<file path="src/hw/rtl/cring_pkg.sv">
// shared types, register codes and widths for the circle ring overlay
`default_nettype none

package cring_pkg;

    // widest image the block is sized for
    localparam int MAX_DIMENSION = 4096;

    localparam int CFG_IDX_W  = 3;
    localparam int CFG_DATA_W = 24;

    // intermediate widths
    localparam int DX_W    = 15;   // centre column minus pixel column
    localparam int DY_W    = 16;   // flipped centre row minus pixel row
    localparam int RAD_W   = 14;   // inner and outer radius
    localparam int SQ_W    = 29;   // squared distances and radii
    localparam int COLOR_W = 24;

    typedef logic [CFG_IDX_W-1:0] cfg_index_t;

    localparam cfg_index_t CFG_CENTER_COL     = 3'd0;
    localparam cfg_index_t CFG_CENTER_ROW_TOP = 3'd1;
    localparam cfg_index_t CFG_RADIUS         = 3'd2;
    localparam cfg_index_t CFG_THICKNESS      = 3'd3;
    localparam cfg_index_t CFG_RING_COLOR     = 3'd4;
    localparam cfg_index_t CFG_FILL_ENABLE    = 3'd5;
    localparam cfg_index_t CFG_FILL_COLOR     = 3'd6;
    localparam cfg_index_t CFG_IMAGE_HEIGHT   = 3'd7;

    typedef struct packed {
        logic [11:0] pixel_col;
        logic [11:0] pixel_row;
        logic [7:0]  red_in;
        logic [7:0]  green_in;
        logic [7:0]  blue_in;
    } pixel_in_t;

    typedef struct packed {
        logic [7:0] red_out;
        logic [7:0] green_out;
        logic [7:0] blue_out;
    } pixel_out_t;

    typedef struct packed {
        logic signed [13:0]   center_col;
        logic signed [13:0]   center_row_top;
        logic [12:0]          radius;
        logic [11:0]          thickness;
        logic [COLOR_W-1:0]   ring_color;
        logic                 fill_enable;
        logic [COLOR_W-1:0]   fill_rgb;
        logic [12:0]          image_height;
    } cfg_t;

    // register values after reset: all zero but thickness and image height
    localparam cfg_t CFG_RESET =
        cfg_t'({14'd0, 14'd0, 13'd0, 12'd1, 24'd0, 1'b0, 24'd0, 13'd1});

    // geometry of one pixel handed from the distance pipe to the shading stage
    typedef struct packed {
        logic [SQ_W-1:0]    d2;
        logic [SQ_W-1:0]    in2;
        logic [SQ_W-1:0]    out2;
        logic               inner_pos;
        logic               in_range;
        logic [COLOR_W-1:0] color;
    } dist_t;

endpackage

`default_nettype wire

</file>
<file path="src/hw/rtl/cring_cfg.sv">
// configuration register file for the circle ring overlay
`default_nettype none

module cring_cfg
    import cring_pkg::*;
(
    input  wire logic                  clk,
    input  wire logic                  rst_n,
    input  wire logic                  cfg_we,
    input  wire cfg_index_t            cfg_index,
    input  wire logic [CFG_DATA_W-1:0] cfg_data,
    output cfg_t                       cfg
);

    cfg_t cfg_reg;
    cfg_t cfg_next;

    always_comb
    begin
        cfg_next = cfg_reg;
        if (cfg_we)
        begin
            case (cfg_index)
                CFG_CENTER_COL:     cfg_next.center_col     = signed'(cfg_data[13:0]);
                CFG_CENTER_ROW_TOP: cfg_next.center_row_top = signed'(cfg_data[13:0]);
                CFG_RADIUS:         cfg_next.radius         = cfg_data[12:0];
                CFG_THICKNESS:      cfg_next.thickness      = cfg_data[11:0];
                CFG_RING_COLOR:     cfg_next.ring_color     = cfg_data[COLOR_W-1:0];
                CFG_FILL_ENABLE:    cfg_next.fill_enable    = cfg_data[0];
                CFG_FILL_COLOR:     cfg_next.fill_rgb       = cfg_data[COLOR_W-1:0];
                CFG_IMAGE_HEIGHT:   cfg_next.image_height   = cfg_data[12:0];
                default:            cfg_next = cfg_reg;
            endcase
        end
    end

    always_ff @(posedge clk or negedge rst_n)
    begin
        if (!rst_n)
        begin
            cfg_reg <= CFG_RESET;
        end
        else
        begin
            cfg_reg <= cfg_next;
        end
    end

    assign cfg = cfg_reg;

endmodule

`default_nettype wire

</file>
<file path="src/hw/rtl/cring_dist.sv">
// three stage pipe: offsets and radii, squares, squared distance sum
`default_nettype none

module cring_dist
    import cring_pkg::*;
(
    input  wire logic      clk,
    input  wire logic      rst_n,
    input  wire cfg_t      cfg,
    input  wire logic      up_valid,
    output logic           up_ready,
    input  wire pixel_in_t up_data,
    output logic           dn_valid,
    input  wire logic      dn_ready,
    output dist_t          dn_data
);

    // stage 1: offsets from the centre, inner and outer radius
    logic                     s1_valid_reg;
    logic signed [DX_W-1:0]   s1_dx_reg;
    logic signed [DY_W-1:0]   s1_dy_reg;
    logic signed [RAD_W-1:0]  s1_inner_reg;
    logic [RAD_W-1:0]         s1_outer_reg;
    logic                     s1_in_range_reg;
    logic [COLOR_W-1:0]       s1_color_reg;

    // stage 2: squares
    logic                     s2_valid_reg;
    logic [SQ_W-1:0]          s2_dx2_reg;
    logic [SQ_W-1:0]          s2_dy2_reg;
    logic [SQ_W-1:0]          s2_in2_reg;
    logic [SQ_W-1:0]          s2_out2_reg;
    logic                     s2_inner_pos_reg;
    logic                     s2_in_range_reg;
    logic [COLOR_W-1:0]       s2_color_reg;

    // stage 3: sum
    logic                     s3_valid_reg;
    dist_t                    s3_data_reg;

    logic s1_ready;
    logic s2_ready;
    logic s3_ready;

    logic signed [DY_W-1:0]   cy;
    logic signed [DX_W-1:0]   dx_next;
    logic signed [DY_W-1:0]   dy_next;
    logic [10:0]              half;
    logic [11:0]              half_up;
    logic signed [RAD_W-1:0]  inner_next;
    logic [RAD_W-1:0]         outer_next;
    logic                     in_range_next;

    logic signed [2*DX_W-1:0]  dx_sq;
    logic signed [2*DY_W-1:0]  dy_sq;
    logic signed [2*RAD_W-1:0] in_sq;
    logic [2*RAD_W-1:0]        out_sq;
    logic                      inner_pos_next;

    dist_t                     s3_next;

    assign s3_ready = !s3_valid_reg || dn_ready;
    assign s2_ready = !s2_valid_reg || s3_ready;
    assign s1_ready = !s1_valid_reg || s2_ready;
    assign up_ready = s1_ready;

    always_comb
    begin
        // centre row flipped to bottom-up storage order
        cy = signed'({3'b000, cfg.image_height}) - 16'sd1
             - signed'({{2{cfg.center_row_top[13]}}, cfg.center_row_top});
        dx_next = signed'({cfg.center_col[13], cfg.center_col})
                  - signed'({3'b000, up_data.pixel_col});
        dy_next = cy - signed'({4'b0000, up_data.pixel_row});
        half       = cfg.thickness[11:1];
        half_up    = cfg.thickness - {1'b0, half};
        inner_next = signed'({1'b0, cfg.radius}) - signed'({3'b000, half});
        outer_next = {1'b0, cfg.radius} + {2'b00, half_up};
        in_range_next = ({20'd0, up_data.pixel_col} < 32'(MAX_DIMENSION));
    end

    always_comb
    begin
        dx_sq  = s1_dx_reg * s1_dx_reg;
        dy_sq  = s1_dy_reg * s1_dy_reg;
        in_sq  = s1_inner_reg * s1_inner_reg;
        out_sq = s1_outer_reg * s1_outer_reg;
        inner_pos_next = !s1_inner_reg[RAD_W-1] && (|s1_inner_reg);
    end

    always_comb
    begin
        s3_next.d2        = s2_dx2_reg + s2_dy2_reg;
        s3_next.in2       = s2_in2_reg;
        s3_next.out2      = s2_out2_reg;
        s3_next.inner_pos = s2_inner_pos_reg;
        s3_next.in_range  = s2_in_range_reg;
        s3_next.color     = s2_color_reg;
    end

    // valid bits
    always_ff @(posedge clk or negedge rst_n)
    begin
        if (!rst_n)
        begin
            s1_valid_reg <= 1'b0;
            s2_valid_reg <= 1'b0;
            s3_valid_reg <= 1'b0;
        end
        else
        begin
            if (s1_ready)
            begin
                s1_valid_reg <= up_valid;
            end
            if (s2_ready)
            begin
                s2_valid_reg <= s1_valid_reg;
            end
            if (s3_ready)
            begin
                s3_valid_reg <= s2_valid_reg;
            end
        end
    end

    // payload
    always_ff @(posedge clk)
    begin
        if (s1_ready && up_valid)
        begin
            s1_dx_reg       <= dx_next;
            s1_dy_reg       <= dy_next;
            s1_inner_reg    <= inner_next;
            s1_outer_reg    <= outer_next;
            s1_in_range_reg <= in_range_next;
            s1_color_reg    <= {up_data.red_in, up_data.green_in, up_data.blue_in};
        end
        if (s2_ready && s1_valid_reg)
        begin
            s2_dx2_reg       <= {1'b0, dx_sq[27:0]};
            s2_dy2_reg       <= {1'b0, dy_sq[27:0]};
            s2_in2_reg       <= {3'b000, in_sq[25:0]};
            s2_out2_reg      <= {2'b00, out_sq[26:0]};
            s2_inner_pos_reg <= inner_pos_next;
            s2_in_range_reg  <= s1_in_range_reg;
            s2_color_reg     <= s1_color_reg;
        end
        if (s3_ready && s2_valid_reg)
        begin
            s3_data_reg <= s3_next;
        end
    end

    assign dn_valid = s3_valid_reg;
    assign dn_data  = s3_data_reg;

endmodule

`default_nettype wire

</file>
<file path="src/hw/rtl/cring_shade.sv">
// ring and fill tests, colour select and output register
`default_nettype none

module cring_shade
    import cring_pkg::*;
(
    input  wire logic  clk,
    input  wire logic  rst_n,
    input  wire cfg_t  cfg,
    input  wire logic  up_valid,
    output logic       up_ready,
    input  wire dist_t up_data,
    output logic       out_valid,
    input  wire logic  out_ready,
    output pixel_out_t out_data
);

    logic               out_valid_reg;
    logic [COLOR_W-1:0] color_reg;
    logic [COLOR_W-1:0] color_next;
    logic               in_fill;
    logic               in_ring;

    assign up_ready = !out_valid_reg || out_ready;

    always_comb
    begin
        in_fill = cfg.fill_enable && (up_data.d2 < up_data.in2);
        in_ring = (up_data.d2 < up_data.out2)
                  && (!up_data.inner_pos || (up_data.d2 >= up_data.in2));
        color_next = up_data.color;
        if (up_data.in_range)
        begin
            if (in_ring)
            begin
                color_next = cfg.ring_color;
            end
            else if (in_fill)
            begin
                color_next = cfg.fill_rgb;
            end
        end
    end

    always_ff @(posedge clk or negedge rst_n)
    begin
        if (!rst_n)
        begin
            out_valid_reg <= 1'b0;
        end
        else if (up_ready)
        begin
            out_valid_reg <= up_valid;
        end
    end

    always_ff @(posedge clk)
    begin
        if (up_ready && up_valid)
        begin
            color_reg <= color_next;
        end
    end

    assign out_valid          = out_valid_reg;
    assign out_data.red_out   = color_reg[23:16];
    assign out_data.green_out = color_reg[15:8];
    assign out_data.blue_out  = color_reg[7:0];

endmodule

`default_nettype wire

</file>
<file path="src/hw/rtl/circle_ring_pixel_overlay_core.sv">
// top level of the circle ring pixel overlay
// usage:
// - pixels arrive on in_valid / in_ready / in_data, one request per pixel,
//   carrying column, bottom-up storage row and rgb value
// - each pixel leaves on out_valid / out_ready / out_data, either unchanged,
//   in the fill colour (interior, when enabled) or in the ring colour
// - eight registers are written through cfg_we / cfg_index / cfg_data with no
//   wait; write them only while no request is in flight
// - a new request is taken every cycle unless the receiver stalls and
//   every stage holds a request
// - the four register stages are: offsets and radii, squares (one multiplier
//   per term), squared distance sum, compare and colour select
// - a stalled receiver holds the output register; the stall passes back
//   through the combinational ready chain, so nothing is lost or repeated
//   and in_ready drops only once every stage holds a request
// - reset clears every valid bit and loads the register defaults: all zero
//   but thickness and image height, which come up as one
`default_nettype none

module circle_ring_pixel_overlay_core
    import cring_pkg::*;
(
    input  wire logic                  clk,
    input  wire logic                  rst_n,
    // configuration write port
    input  wire logic                  cfg_we,
    input  wire cfg_index_t            cfg_index,
    input  wire logic [CFG_DATA_W-1:0] cfg_data,
    // pixel requests in
    input  wire logic                  in_valid,
    output logic                       in_ready,
    input  wire pixel_in_t             in_data,
    // recoloured pixels out
    output logic                       out_valid,
    input  wire logic                  out_ready,
    output pixel_out_t                 out_data
);

    cfg_t  cfg;
    logic  dist_valid;
    logic  dist_ready;
    dist_t dist_data;

    // register file
    cring_cfg u_cfg (
        .clk       (clk),
        .rst_n     (rst_n),
        .cfg_we    (cfg_we),
        .cfg_index (cfg_index),
        .cfg_data  (cfg_data),
        .cfg       (cfg)
    );

    // distance pipe, first three stages
    cring_dist u_dist (
        .clk      (clk),
        .rst_n    (rst_n),
        .cfg      (cfg),
        .up_valid (in_valid),
        .up_ready (in_ready),
        .up_data  (in_data),
        .dn_valid (dist_valid),
        .dn_ready (dist_ready),
        .dn_data  (dist_data)
    );

    // compare, select, output register
    cring_shade u_shade (
        .clk       (clk),
        .rst_n     (rst_n),
        .cfg       (cfg),
        .up_valid  (dist_valid),
        .up_ready  (dist_ready),
        .up_data   (dist_data),
        .out_valid (out_valid),
        .out_ready (out_ready),
        .out_data  (out_data)
    );

endmodule

`default_nettype wire
</file>
<file path="config.mk">
export PLATFORM = sky130hd
export DESIGN_NAME = circle_ring_pixel_overlay_core
export DESIGN_NICKNAME = d
export VERILOG_FILES = /design/src/hw/rtl/cring_pkg.sv /design/src/hw/rtl/cring_cfg.sv /design/src/hw/rtl/cring_dist.sv /design/src/hw/rtl/cring_shade.sv /design/src/hw/rtl/circle_ring_pixel_overlay_core.sv
export SDC_FILE = /design/constraint.sdc
export NUM_CORES = 2
export LEC_CHECK = 0
export ABC_AREA = 1
export BUFFER_PORTS_ARGS = -buffer_cell sky130_fd_sc_hd__buf_2
export CAP_MARGIN = 15
export CORE_ASPECT_RATIO = 1.2
export CORE_MARGIN = 2
export CORE_UTILIZATION = 40
export DETAILED_ROUTE_END_ITERATION = 7
export GPL_TIMING_DRIVEN = 0
export PLACE_DENSITY_LB_ADDON = 0.2
export SLEW_MARGIN = 15
export SYNTH_ARGS = -nofsm -noshare
export SYNTH_HDL_FRONTEND = slang
export SYNTH_HIERARCHICAL = 1
export SYNTH_SLANG_ARGS = --single-unit
</file>
<file path="constraint.sdc">
create_clock -name clk -period 17.3 [get_ports clk]
set_input_delay 3.46 -clock clk [delete_from_list [all_inputs] [get_ports clk]]
set_output_delay 3.46 -clock clk [all_outputs]
set_load 0.01 [all_outputs]
</file>
==> results.md <==
* CP Data Arrival Time at 4310 ps
* Critical path peak fanout at 3
* Flops & latches, synth at around 460
* Max incr delay on CP at around 150 ps
* FF-to-FF setup slack at 10160 ps
* Clock Sinks at 461
* Critical path cell sequence: buf_2 > inv_1 > nand2_1 > inv_1 > nand2_1 > nor2_1 > nand2_1 > buf_2
* Area grow syn2layout at 9.27%
* Crit. End Element: output pin
* Routed WL at 131 mm
* Met1 usage at about a quarter
* Worst slew margin at 49.1%
* Crit Path Class: input port to output pin
* Critical Path RT at 13840 ps
* Max_cap viols at 0
* Die Width at 332 microns
* Placer Congestion at slightly below 0.9
* Initial antenna violation count at 2
* Final period util at 44.9%
* Global route overflow at 0
* Final Hold Fails at 0
* Total CTS buffers at 53
* Die ar. at 132000 sq um
* WL per Instance at 16.8 microns
* Met2 GRT Util at ~37%
* Root Driver: clkbuf_16
* Final setup violating endpoints at 0
* Main synth FF type: edfxtp_1
* First-pass GRT wire length at about 210 mm
* Reg clk slew, reported paths at roughly 70 ps
* DP HPWL at approximately 110 mm
* Final #Nets at 7310
* Synth Instances at 5909
* Initial core utilization at about two fifths
* Status: complete, no violations
* Leading area contributor after synthesis: fa_1
* Final ANT Viol Nets at 0
* Hold buffer count at cts at 0
* Site row count at 144
* PortBufs at 104
* Slowest CP cell: buf_2
* Hold Crit Class: register to register
* Initial DRT Pass Iterations at 7
* Core Area at roughly 130000 sq um
* Top Usage Layer GRT: met2
* GR Util All Layers at 20.3%
* RSZ-0062 raised after global routing: false
* Mean Syn Cell Area at 8.72 sq um
* Final worst setup slack at 9530 ps
* Postcts setup bufs at 0
* Resized Gates After CTS at 0
* Grt met3 use at 1.53%
* Synth warnings at 6
* Clock Path Buffers at 3
* Synth top area cells: fa_1, edfxtp_1, inv_1
* Max-slew violations at 0
* Largest net degree at the start of global routing at 107
* CP dominant cell by count: nand2_1
* Crit path launch type: input port
* Fmax achieved at 129 MHz
* Max FFs per register at 115
* CTS H-tree depth at 2
* I/O pin cnt at between 100 and 150
* Pre-CTS WS at ~9500 ps
* Seq/Total Area, Yosys at 25.7%
* Crit-path leading delay family: buffers and inverters
* Layout cells sized above 1 at 5.09%
* Critical path buffers and inverters at 4
* Worst Tran Pin Value at 764 ps
* Synth unique cells at 57
* Async SR Flop Fraction at 25.8%
* Chip height at 397 microns
* DRT iter0 DRCs at 1972
* Vias in the first global route at a little under 40000
* Number of flops mapped to enable cells by yosys at 342
* Final min period at 7770 ps
* Skew-Pair Late Insertion Delay at 640 ps
* DR vias at ~38000
* Setup Total Neg Slack at 0 ps
* Vias per cell at 4.80
* Area share of the largest cell type after synthesis at 27.0%
* Remaining design rule violation count at 0
* CTS tree: built
* Setup Skew at 41.1 ps
* Cell area after synthesis at 51500 sq um
## metal layers
layer / up-vias / wire, microns
li1: 18200 / -
met1: 18400 / 57300
met2: 678 / 66800
met3: 170 / 4160
met4: 2 / 3230
met5: - / 13
## synthesized netlist by cell type (15+ instances only)
| library cell | count |
|---|---|
| nor3_1 | 31 |
| clkbuf_1 | 86 |
| a21o_1 | 22 |
| dfrtp_1 | 117 |
| nand2_1 | 1418 |
| edfxtp_1 | 342 |
| nand3_1 | 254 |
| ha_1 | 451 |
| o21bai_1 | 15 |
| buf_2 | 30 |
| o21ai_0 | 93 |
| fa_1 | 694 |
| xor2_1 | 142 |
| inv_1 | 1532 |
| xnor2_1 | 59 |
| a21oi_1 | 198 |
| nor2_1 | 212 |
| nand4_1 | 64 |
## cells by family (layout without fill, tap and decap cells)
family | Yosys count | after routing | share of synthesized area (%)
xor+xnor | 202 | 202 | 3.45
other cells | 2 | 11 | 0.0146
buf+inv | 1679 | 1892 | 12.4
fa+ha+maj | 1145 | 1145 | 37.9
simple gates | 2037 | 2037 | 16.3
flops | 461 | 461 | 25.7
compound gates | 383 | 383 | 4.19
## placed cells by master, fill, tap and decap left out, types with 5 or more instances in the layout
master,n
conb_1,10
clkinvlp_4,6
nand2_1,1418
o211ai_1,5
clkinv_4,8
inv_2,7
o21ai_0,93
dfrtp_1,117
a21oi_1,196
buf_16,8
inv_6,8
buf_4,12
buf_1,6
bufinv_16,7
a31oi_1,13
or2_2,8
nor2_2,6
clkinv_2,9
nand3_1,254
fa_1,694
buf_2,133
ha_1,451
edfxtp_1,342
o21a_1,8
inv_1,1530
nor3_1,31
xnor2_1,59
nand2_2,8
nand4_1,64
nor4_1,7
clkbuf_16,53
clkbuf_1,89
nand3b_1,5
xor2_1,142
a21o_1,22
o21bai_1,15
nor2_1,212
## worst paths after layout
| kind | start | end | cells after the start |
|---|---|---|---|
| worst max-delay path | out_ready | in_ready | 8 |
| worst min-delay path | u_dist/s2_in2_reg[15] | u_dist/dn_data[70] | 0 |
| worst max register to register | u_dist/s1_dx_reg[2] | u_dist/s2_dx2_reg[27] | 22 |
| worst min register to register | u_dist/s2_in2_reg[15] | u_dist/dn_data[70] | 0 |
| max in group asynchronous | rst_n | u_cfg/cfg[110] | 2 |
| min in group asynchronous | rst_n | u_cfg/cfg[53] | 1 |
## layout make-up
type / count / area (sq um)
antenna: 1 / 2.50
buffer: 138 / 618
clock buffer: 58 / 1370
clock inverter: 42 / 480
fill: 12800 / 71800
inverter: 1541 / 5790
multi-input combinational: 3777 / 31900
sequential: 461 / 13300
tap: 1679 / 2100
timing repair buffer: 113 / 762
## per-stage QoR
| step | instances | cell area (sq um) | utilization [%] | hold slack [ps] |
|---|---|---|---|---|
| 2_1_floorplan | 5917 | 51500 | - | 400 |
| 3_3_place_gp | 7700 | 54200 | 42.3 | 401 |
| 3_5_place_dp | 7709 | 54400 | 42.5 | 405 |
| 4_1_cts | 7809 | 56300 | 43.9 | 402 |
| 5_1_grt | 7810 | 56300 | 43.9 | 420 |
| 6_report | 7810 | 56300 | 43.9 | 400 |
Power is not shown: default switching activity piles up to over one toggle a cycle in this logic, so the estimate is an artifact.
